`src/hdl/kpe_pkg.sv`:
```
// Package for the k-permutation enumerator: function codes, fixed field
// widths, sequencer state and pending-operation types.
// No dependencies.
`default_nettype none

package kpe_pkg;

	localparam int VAL_W  = 32;
	localparam int FUNC_W = 2;
	localparam int PICK_W = 4;

	localparam logic [FUNC_W-1:0] FUNC_APPEND = 2'd0;
	localparam logic [FUNC_W-1:0] FUNC_CLEAR  = 2'd1;
	localparam logic [FUNC_W-1:0] FUNC_NEXT   = 2'd2;

	localparam logic [PICK_W-1:0] MAX_PICK   = 4'd8;
	localparam logic [PICK_W-1:0] PICK_RESET = 4'd3;

	typedef enum logic [9:0] {
		S_IDLE    = 10'b00_0000_0001,
		S_UNDO    = 10'b00_0000_0010,
		S_APPLY   = 10'b00_0000_0100,
		S_ADV     = 10'b00_0000_1000,
		S_ADV_CHK = 10'b00_0001_0000,
		S_SWA     = 10'b00_0010_0000,
		S_SWB     = 10'b00_0100_0000,
		S_SWC     = 10'b00_1000_0000,
		S_SWD     = 10'b01_0000_0000,
		S_EMIT    = 10'b10_0000_0000
	} state_t;

	typedef enum logic [1:0] {
		OP_APPEND = 2'd0,
		OP_CLEAR  = 2'd1,
		OP_CONFIG = 2'd2
	} op_t;

endpackage

`default_nettype wire

```
`src/hdl/kpe_ram.sv`:
```
// Generic single-write, single-read RAM with a registered read port.
// No dependencies.
`default_nettype none

module kpe_ram #(
	parameter int WIDTH = 32,
	parameter int DEPTH = 8
) (
	input  wire logic                     clk,
	input  wire logic                     wr_en,
	input  wire logic [$clog2(DEPTH)-1:0] wr_addr,
	input  wire logic [WIDTH-1:0]         wr_data,
	input  wire logic [$clog2(DEPTH)-1:0] rd_addr,
	output logic      [WIDTH-1:0]         rd_data
);

	logic [WIDTH-1:0] mem_q [DEPTH];

	always_ff @(posedge clk) begin
		if (wr_en) begin
			mem_q[wr_addr] <= wr_data;
		end
		rd_data <= mem_q[rd_addr];
	end

endmodule

`default_nettype wire

```
`src/hdl/k_permutation_enumerator.sv`:
```
// Top level of the k-permutation enumerator: command port, configuration
// port, swap sequencer and level stack. Uses kpe_pkg and kpe_ram.
`default_nettype none

// The block stores up to MAX_ELEMS signed 32-bit values and, on each request,
// hands out the next ordered selection of pick_count of them in the order of
// recursive swap backtracking. A command is transferred when start is high
// and busy is low. Results come out one per cycle with res_valid high for
// exactly one cycle each; the receiver cannot stall them, so it must take
// every result in the cycle it is shown. A selection arrives as pick_count
// consecutive results with last set on the final one; an exhausted
// enumeration answers with a single result that has done_res and last set and
// a zero value. An append to a full list answers with a single result that
// has overflow and last set. Successful appends, clears and unknown codes
// give no result.
// Sequencing: all element reordering goes through one swap sequence on the
// element RAM, which has one read and one write port; a swap of two distinct
// slots runs the states S_SWA, S_SWB, S_SWC and S_SWD, and a swap of a slot
// with itself is skipped. A request that advances the enumeration walks down
// the stack through S_ADV and S_ADV_CHK for each visited level, does every
// non-trivial swap (the undo swap of every visited level and the forward swap
// of the level that advances), and then emits one element per cycle; the
// last result is shown in the same cycle that busy drops. The first request
// with a valid pick_count goes from idle straight to emission with no swaps.
// An append, a clear or a configuration write first undoes the swaps of a
// running enumeration, level by level, and then applies the change in
// S_APPLY. An exhausted enumeration answers straight from the idle state.
module k_permutation_enumerator
	import kpe_pkg::*;
#(
	parameter int MAX_ELEMS = 8
) (
	input  wire logic              clk,
	input  wire logic              arst_n,
	// Command channel
	input  wire logic              start,
	output logic                   busy,
	input  wire logic [FUNC_W-1:0] func,
	input  wire logic [VAL_W-1:0]  value,
	// Configuration channel: pick_count
	input  wire logic              cfg_valid,
	output logic                   cfg_ready,
	input  wire logic [PICK_W-1:0] cfg_data,
	// Result strobe and fields
	output logic                   res_valid,
	output logic [VAL_W-1:0]       value_res,
	output logic                   last,
	output logic                   done_res,
	output logic                   overflow
);

	// Index width addresses one slot; count width also holds MAX_ELEMS itself.
	localparam int IW = $clog2(MAX_ELEMS);
	localparam int CW = $clog2(MAX_ELEMS + 1);
	localparam int KW = (CW > PICK_W) ? CW : PICK_W;

	state_t             state_q;
	state_t             ret_q;
	op_t                op_q;
	logic [PICK_W-1:0]  pick_q;
	logic [CW-1:0]      count_q;
	logic [CW-1:0]      cur_q;
	logic               started_q;
	logic               finished_q;
	logic [IW-1:0]      idx_q [MAX_ELEMS];
	logic [IW-1:0]      lvl_q;
	logic [IW-1:0]      emit_q;
	logic [IW-1:0]      swa_q;
	logic [IW-1:0]      swb_q;
	logic [VAL_W-1:0]   tmp_q;
	logic [VAL_W-1:0]   val_q;

	// Result stage registered behind the sequencer, in step with
	// the RAM's registered read.
	logic               res_v_s1;
	logic               res_sel_s1;
	logic               res_last_s1;
	logic               res_done_s1;
	logic               res_ovf_s1;

	logic               ram_we;
	logic [IW-1:0]      ram_waddr;
	logic [VAL_W-1:0]   ram_wdata;
	logic [IW-1:0]      ram_raddr;
	logic [VAL_W-1:0]   ram_rdata;

	logic [IW-1:0]      idx_raddr;
	logic [IW-1:0]      idx_rd;
	logic [IW-1:0]      undo_lvl;
	logic [CW-1:0]      idx_next;
	logic               pick_bad;
	logic               cmd_take;
	logic               cfg_take;

	kpe_ram #(
		.WIDTH (VAL_W),
		.DEPTH (MAX_ELEMS)
	) u_ram (
		.clk     (clk),
		.wr_en   (ram_we),
		.wr_addr (ram_waddr),
		.wr_data (ram_wdata),
		.rd_addr (ram_raddr),
		.rd_data (ram_rdata)
	);

	assign busy      = (state_q != S_IDLE);
	assign cfg_ready = (state_q == S_IDLE) && !start;
	assign cmd_take  = start && !busy;
	assign cfg_take  = cfg_valid && cfg_ready;

	// The level being unwound by a restart is the top of the stack; an
	// advance walks its own level register.
	assign undo_lvl  = IW'(cur_q - 1'b1);
	assign idx_raddr = (state_q == S_UNDO) ? undo_lvl : lvl_q;
	assign idx_rd    = idx_q[idx_raddr];
	assign idx_next  = CW'(idx_rd) + 1'b1;

	// A selection size of zero, above the hardware limit, or above the
	// number of stored elements finishes the enumeration at once.
	assign pick_bad = (pick_q == '0) || (pick_q > MAX_PICK) ||
		(KW'(pick_q) > KW'(count_q)) || (KW'(pick_q) > KW'(MAX_ELEMS));

	always_comb begin
		ram_we    = 1'b0;
		ram_waddr = swa_q;
		ram_wdata = ram_rdata;
		ram_raddr = swa_q;
		case (state_q)
			S_SWB: begin
				ram_raddr = swb_q;
			end
			S_SWC: begin
				ram_we    = 1'b1;
				ram_waddr = swa_q;
				ram_wdata = ram_rdata;
			end
			S_SWD: begin
				ram_we    = 1'b1;
				ram_waddr = swb_q;
				ram_wdata = tmp_q;
			end
			S_APPLY: begin
				ram_we    = (op_q == OP_APPEND) && (count_q < CW'(MAX_ELEMS));
				ram_waddr = IW'(count_q);
				ram_wdata = val_q;
			end
			S_EMIT: begin
				ram_raddr = emit_q;
			end
			default: begin
				ram_raddr = swa_q;
			end
		endcase
	end

	always_ff @(posedge clk or negedge arst_n) begin
		if (!arst_n) begin
			state_q     <= S_IDLE;
			ret_q       <= S_IDLE;
			op_q        <= OP_CLEAR;
			pick_q      <= PICK_RESET;
			count_q     <= '0;
			cur_q       <= '0;
			started_q   <= 1'b0;
			finished_q  <= 1'b0;
			lvl_q       <= '0;
			emit_q      <= '0;
			swa_q       <= '0;
			swb_q       <= '0;
			tmp_q       <= '0;
			res_v_s1    <= 1'b0;
			res_sel_s1  <= 1'b0;
			res_last_s1 <= 1'b0;
			res_done_s1 <= 1'b0;
			res_ovf_s1  <= 1'b0;
			for (int m = 0; m < MAX_ELEMS; m++) begin
				idx_q[m] <= '0;
			end
		end else begin
			res_v_s1    <= 1'b0;
			res_sel_s1  <= 1'b0;
			res_last_s1 <= 1'b0;
			res_done_s1 <= 1'b0;
			res_ovf_s1  <= 1'b0;

			case (state_q)
				S_IDLE: begin
					if (cfg_take) begin
						pick_q  <= cfg_data;
						op_q    <= OP_CONFIG;
						state_q <= S_UNDO;
					end else if (cmd_take) begin
						if (func == FUNC_APPEND) begin
							op_q    <= OP_APPEND;
							state_q <= S_UNDO;
						end else if (func == FUNC_CLEAR) begin
							op_q    <= OP_CLEAR;
							state_q <= S_UNDO;
						end else if (func == FUNC_NEXT) begin
							if (!started_q) begin
								started_q <= 1'b1;
								if (pick_bad) begin
									finished_q  <= 1'b1;
									cur_q       <= '0;
									res_v_s1    <= 1'b1;
									res_last_s1 <= 1'b1;
									res_done_s1 <= 1'b1;
								end else begin
									// Identity stack: every level starts at its own slot.
									cur_q  <= CW'(pick_q);
									emit_q <= '0;
									for (int m = 0; m < MAX_ELEMS; m++) begin
										idx_q[m] <= IW'(m);
									end
									state_q <= S_EMIT;
								end
							end else if (!finished_q) begin
								lvl_q   <= undo_lvl;
								state_q <= S_ADV;
							end else begin
								res_v_s1    <= 1'b1;
								res_last_s1 <= 1'b1;
								res_done_s1 <= 1'b1;
							end
						end
					end
				end

				S_UNDO: begin
					// Unwind the stack from the top level down; cur_q is zero
					// whenever nothing is running.
					if (cur_q != '0) begin
						cur_q   <= cur_q - 1'b1;
						swa_q   <= undo_lvl;
						swb_q   <= idx_rd;
						ret_q   <= S_UNDO;
						state_q <= (undo_lvl == idx_rd) ? S_UNDO : S_SWA;
					end else begin
						state_q <= S_APPLY;
					end
				end

				S_APPLY: begin
					started_q  <= 1'b0;
					finished_q <= 1'b0;
					for (int m = 0; m < MAX_ELEMS; m++) begin
						idx_q[m] <= '0;
					end
					case (op_q)
						OP_APPEND: begin
							if (count_q < CW'(MAX_ELEMS)) begin
								count_q <= count_q + 1'b1;
							end else begin
								res_v_s1    <= 1'b1;
								res_last_s1 <= 1'b1;
								res_ovf_s1  <= 1'b1;
							end
						end
						OP_CLEAR: begin
							count_q <= '0;
						end
						default: begin
							count_q <= count_q;
						end
					endcase
					state_q <= S_IDLE;
				end

				S_ADV: begin
					// Undo this level's swap before trying its next choice.
					swa_q   <= lvl_q;
					swb_q   <= idx_rd;
					ret_q   <= S_ADV_CHK;
					state_q <= (lvl_q == idx_rd) ? S_ADV_CHK : S_SWA;
				end

				S_ADV_CHK: begin
					if (idx_next < count_q) begin
						idx_q[lvl_q] <= IW'(idx_next);
						for (int m = 0; m < MAX_ELEMS; m++) begin
							if (m > int'(lvl_q)) begin
								idx_q[m] <= IW'(m);
							end
						end
						emit_q  <= '0;
						swa_q   <= lvl_q;
						swb_q   <= IW'(idx_next);
						ret_q   <= S_EMIT;
						state_q <= S_SWA;
					end else if (lvl_q == '0) begin
						// Every level is exhausted and the store is back in load order.
						finished_q  <= 1'b1;
						cur_q       <= '0;
						res_v_s1    <= 1'b1;
						res_last_s1 <= 1'b1;
						res_done_s1 <= 1'b1;
						state_q     <= S_IDLE;
					end else begin
						lvl_q   <= lvl_q - 1'b1;
						state_q <= S_ADV;
					end
				end

				S_SWA: begin
					state_q <= S_SWB;
				end

				S_SWB: begin
					tmp_q   <= ram_rdata;
					state_q <= S_SWC;
				end

				S_SWC: begin
					state_q <= S_SWD;
				end

				S_SWD: begin
					state_q <= ret_q;
				end

				S_EMIT: begin
					res_v_s1    <= 1'b1;
					res_sel_s1  <= 1'b1;
					res_last_s1 <= (CW'(emit_q) + 1'b1 == cur_q);
					if (CW'(emit_q) + 1'b1 == cur_q) begin
						state_q <= S_IDLE;
					end else begin
						emit_q <= emit_q + 1'b1;
					end
				end

				default: begin
					state_q <= S_IDLE;
				end
			endcase
		end
	end

	// The appended value is held only for the write after the unwind.
	always_ff @(posedge clk) begin
		if (cmd_take) begin
			val_q <= value;
		end
	end

	assign res_valid = res_v_s1;
	assign value_res = res_sel_s1 ? ram_rdata : '0;
	assign last      = res_last_s1;
	assign done_res  = res_done_s1;
	assign overflow  = res_ovf_s1;

endmodule

`default_nettype wire

```
`config.mk`:
```
export PLATFORM = sky130hd
export DESIGN_NAME = k_permutation_enumerator
export DESIGN_NICKNAME = d
export VERILOG_FILES = /design/src/hdl/kpe_pkg.sv /design/src/hdl/kpe_ram.sv /design/src/hdl/k_permutation_enumerator.sv
export SDC_FILE = /design/constraint.sdc
export NUM_CORES = 1
export LEC_CHECK = 0
export BUFFER_PORTS_ARGS = -buffer_cell sky130_fd_sc_hd__buf_4
export CAP_MARGIN = 40
export CORE_ASPECT_RATIO = 0.5
export CORE_MARGIN = 3
export CORE_UTILIZATION = 61
export CTS_CLUSTER_DIAMETER = 50
export DETAILED_ROUTE_END_ITERATION = 10
export PLACE_DENSITY = 0.81
export SYNTH_ARGS = -nofsm -noshare
export SYNTH_HDL_FRONTEND = slang
export SYNTH_SLANG_ARGS = --single-unit
```
`constraint.sdc`:
```
create_clock -name clk -period 15.5 [get_ports clk]
set_clock_uncertainty 0.15 [all_clocks]
set_input_delay 3.1 -clock clk [delete_from_list [all_inputs] [get_ports clk]]
set_output_delay 3.1 -clock clk [all_outputs]
set_load 0.03 [all_outputs]
```
==> results.txt <==
----------------------------------------------------
[Outcome]
  Result of the run ... completed

[Logic synthesis]
  Post-synthesis net count ... 1714
  Synthesized area divided by synthesized cell count ... 10.8 µm²
  Synth cell types ... 73
  Prevailing post-synth register cell ... edfxtp_1
  Number of synthesized register bits ... 423
  Sequential fraction of the synthesis area ... 66.0%
  Count of flip-flops with a built-in enable after synthesis ... 288
  Syn Std Cell Area ... 18000 µm²
  Post-synthesis async set-or-reset flop share ... 24.3%
  Gate count after technology mapping ... 1658
  Yosys warning count ... 0

[Global route]
  Vias in the first global route ... 13900
  Number of antenna violations at the first check in global routing ... 0
  Maximum number of pins on one net before global-route repair ... 76
  Leftover overflow at the end of global routing ... 0
  Wire length of the first global-routing pass ... 72.9 mm
  GRT Overall Usage ... 29.3%

[Worst setup path]
  Critical-path cell list ... buf_4, nor2_1, buf_4
  Cell depth of the worst flop-to-flop path ... 16
  Arrival time at the worst endpoint ... 3.49 ns
  Critical Path Sink Type ... primary output
  Source of the worst register-to-register timing path ... state_q[4]
  Worst path required time ... 12.25 ns
  Critical path type ... input port to primary output
  CP max FO ... 6
  Largest stage delay, worst path ... 0.17 ns
  Setup slack of the most critical reg-to-reg path ... 9.30 ns
  Worst flop-to-flop path endpoint ... idx_q[21]
  Cell repeated most along the worst path ... buf_4
  Startpoint type of the worst setup path ... input port
  Highest-delay cell along the critical path ... buf_4

[Route]
  Average routed wire per standard cell ... 21.9 µm
  Number of DRC violations after detailed routing ... 0
  Antenna-violating nets left ... 0
  Number of search-and-repair iterations in the first detailed-routing pass ... 6
  Count of vias placed by the detailed router ... 13600
  Routed wire length ... 46.5 mm
  Number of DRC markers after the initial detailed-route iteration ... 1700
  Per-cell via count in the routed design ... 6.37

[Timing]
  Final count of pins violating max slew ... 0
  Time the final worst path needs with I/O delays and setup ... 6.74 ns
  Part of the cycle the worst path needs ... 43.5%
  Worst Tran Pin Value ... 0.900 ns
  Number of failing hold endpoints at the final stage ... 0
  Final setup TNS ... 0 ns
  Unrepaired setup endpoints after global routing ... false
  Max-Slew Margin vs Limit ... 39.4%
  FMAX ... 148 MHz
  Hold slack ... 0.312 ns
  Total of endpoints with negative setup slack in the final report ... 0

[Clocking]
  Master cell of the clock root buffer ... clkbuf_16
  Clk Latency, worst-skew pair ... 0.54 ns
  TritonCTS clock tree ... built
  Clock-pin slew on the worst setup and hold paths ... 0.07 ns
  Number of buffers between clock root and the deepest sink ... 3
  CTS Sinks ... 423
  H-tree depth reported by CTS ... 2
  Number of hold buffers added after CTS ... 0
  Cells resized by post-CTS repair ... 0
  CTS buffer count ... 38
  Setup fix buffers added after clock tree synthesis ... 0

[Power]
  Leakage power ... 0.00824 µW
  Clock group share of total power ... 25.3%
  Switching portion of total power ... 37.6%
  Fraction of power consumed by sequential logic ... 40.8%
  Relative contribution of combinational cells to total power ... 33.9%
  Net switching power of the design ... 1520 µW
  Pwr Density ... 197 nW/µm²
  Highest ir drop seen on vdd ... 203 µV
  P_int ... 2520 µW

[Worst hold path]
  Endpoint with the worst hold slack ... tmp_q[28]
  Hold Path Depth ... 2
  Hold Crit Class ... register to register
  Hold path startpoint ... u_ram.rd_data[28]

[Floorplan]
  Die extent in y ... 127 µm
  Row count ... 43
  Die Width ... 249 µm
  Total die area ... 31700 µm²
  Ports ... 80
  Initial core utilization ... 63.4%
  Floorplan Core Area ... 28400 µm²

[Cells and area]
  Share of post-route cells with drive strength above 1 ... 12.2%
  Layout overhead on the synthesized area ... 14.0%
  Number of antenna repair diodes ... 0
  Filler cells ... 1784
  Final nets ... 1773

[Run]
  Max capacitance violation total ... 0

[Placement]
  Quantity of I/O buffers inserted on ports ... 79
  Post-DP HPWL ... 26.2 mm
  Routability cong. ... 0.957

----------------------------------------------------
## cells in the final DEF (no fill, tap or decap), types with 14 or more instances in the layout
cell       instances
nand2_1          517
edfxtp_1         288
nand3_1          178
buf_4            102
dfrtp_1           98
o21ai_0           80
nor2_1            43
clkbuf_16         39
a21oi_1           38
and2_1            36
a22oi_1           36
dfxtp_1           32
inv_1             20
ha_1              14
## through the flow
stage | std cells | total power (µW) | util [%] | area, µm² | worst slack (ns)
floorplan | 1658 | 2570 | - | 18000 | 8.74
global placement | 2052 | 2880 | 67.0 | 19000 | 8.75
detailed placement | 2059 | 2980 | 67.6 | 19200 | 8.76
CTS | 2128 | 4020 | 72.3 | 20500 | 8.75
global route | 2128 | 4250 | 72.3 | 20500 | 8.74
finish | 2128 | 4040 | 72.3 | 20500 | 8.76
## area by class of cell
cell class | count | area (µm²) | area share (%)
flip-flops and latches | 423 | 11900 | 57.9
multi-input cells | 1122 | 5770 | 28.1
clock buffers | 47 | 1020 | 4.96
repair buffers | 109 | 938 | 4.58
well taps | 382 | 478 | 2.33
clock inverters | 22 | 327 | 1.59
inverters | 23 | 98.8 | 0.482
## logic make-up after synthesis
| kind of cell | after synthesis | synth area share (%) |
|---|---|---|
| AO/OA/AOI/OAI | 226 | 8.24 |
| XOR/XNOR | 15 | 0.731 |
| adder cells (fa/ha/maj) | 14 | 0.974 |
| buffers and inverters | 113 | 2.53 |
| flip-flops | 423 | 66.0 |
| multiplexers | 9 | 0.543 |
| AND/OR/NAND/NOR | 858 | 21.0 |
## worst max-delay path: cells and delay by family
family                 cells  cell delay (ns)
buffers and inverters      2             0.30
AND/OR/NAND/NOR            1             0.10
## sequential cells by signal, summed over array words and instances (netlist names), 2 cells and up
signal,count
u_ram.mem_q,256
tmp_q,32
u_ram.rd_data,32
val_q,32
idx_q,24
state_q,10
count_q,4
cur_q,4
pick_q,4
ret_q,4
emit_q,3
lvl_q,3
swa_q,3
swb_q,3
op_q,2
## cell usage after synthesis (4+ instances only)
library cell / number / share of area, %
a2111oi_0: 4 / 0.19
a21oi_1: 38 / 1.1
a221oi_1: 4 / 0.19
a22o_1: 6 / 0.29
a22oi_1: 36 / 1.5
a32oi_1: 4 / 0.19
and2_1: 36 / 1.3
and3_1: 8 / 0.28
buf_1: 11 / 0.23
buf_2: 5 / 0.14
clkbuf_1: 72 / 1.5
dfrtp_1: 98 / 14
dfstp_2: 5 / 0.73
dfxtp_1: 32 / 3.6
edfxtp_1: 288 / 48
ha_1: 14 / 0.97
inv_1: 20 / 0.42
mux2_2: 6 / 0.38
nand2_1: 517 / 11
nand2b_1: 6 / 0.21
nand3_1: 178 / 5.0
nand4_1: 7 / 0.24
nor2_1: 51 / 1.1
nor2b_1: 4 / 0.14
nor3_1: 13 / 0.36
nor3b_1: 10 / 0.42
o21a_1: 4 / 0.17
o21ai_0: 80 / 2.2
o21ai_1: 7 / 0.19
o22ai_1: 4 / 0.14
or3_1: 8 / 0.28
xnor2_1: 11 / 0.54
xor2_1: 4 / 0.19
## power groups by stage
stage / sequential (µW) / clock, µW / combinational, µW
2_1_floorplan: 1590 / 0 / 972
5_1_grt: 1660 / 1080 / 1520
3_3_place_gp: 1650 / 0 / 1230
3_5_place_dp: 1660 / 0 / 1330
4_1_cts: 1640 / 1030 / 1350
6_report: 1650 / 1020 / 1370
## worst max-delay path by stage
stage / from / end / slack [ns] / cells after the start
6_report: start / cfg_ready / 8.76 / 3
5_1_grt: start / cfg_ready / 8.74 / 3
4_1_cts: start / cfg_ready / 8.75 / 3
3_5_place_dp: start / cfg_ready / 8.76 / 3
3_3_place_gp: start / cfg_ready / 8.75 / 3
2_1_floorplan: start / cfg_ready / 8.74 / 1
## routing by layer
| metal | GRT usage [%] | routed length [µm] |
|---|---|---|
| met2 | 49.4 | 22900 |
| met5 | 0 | 0 |
| met4 | 11.7 | 1250 |
| met1 | 38.0 | 18000 |
| met3 | 5.78 | 4440 |
Note: power is estimated with default switching activity, not from simulation.
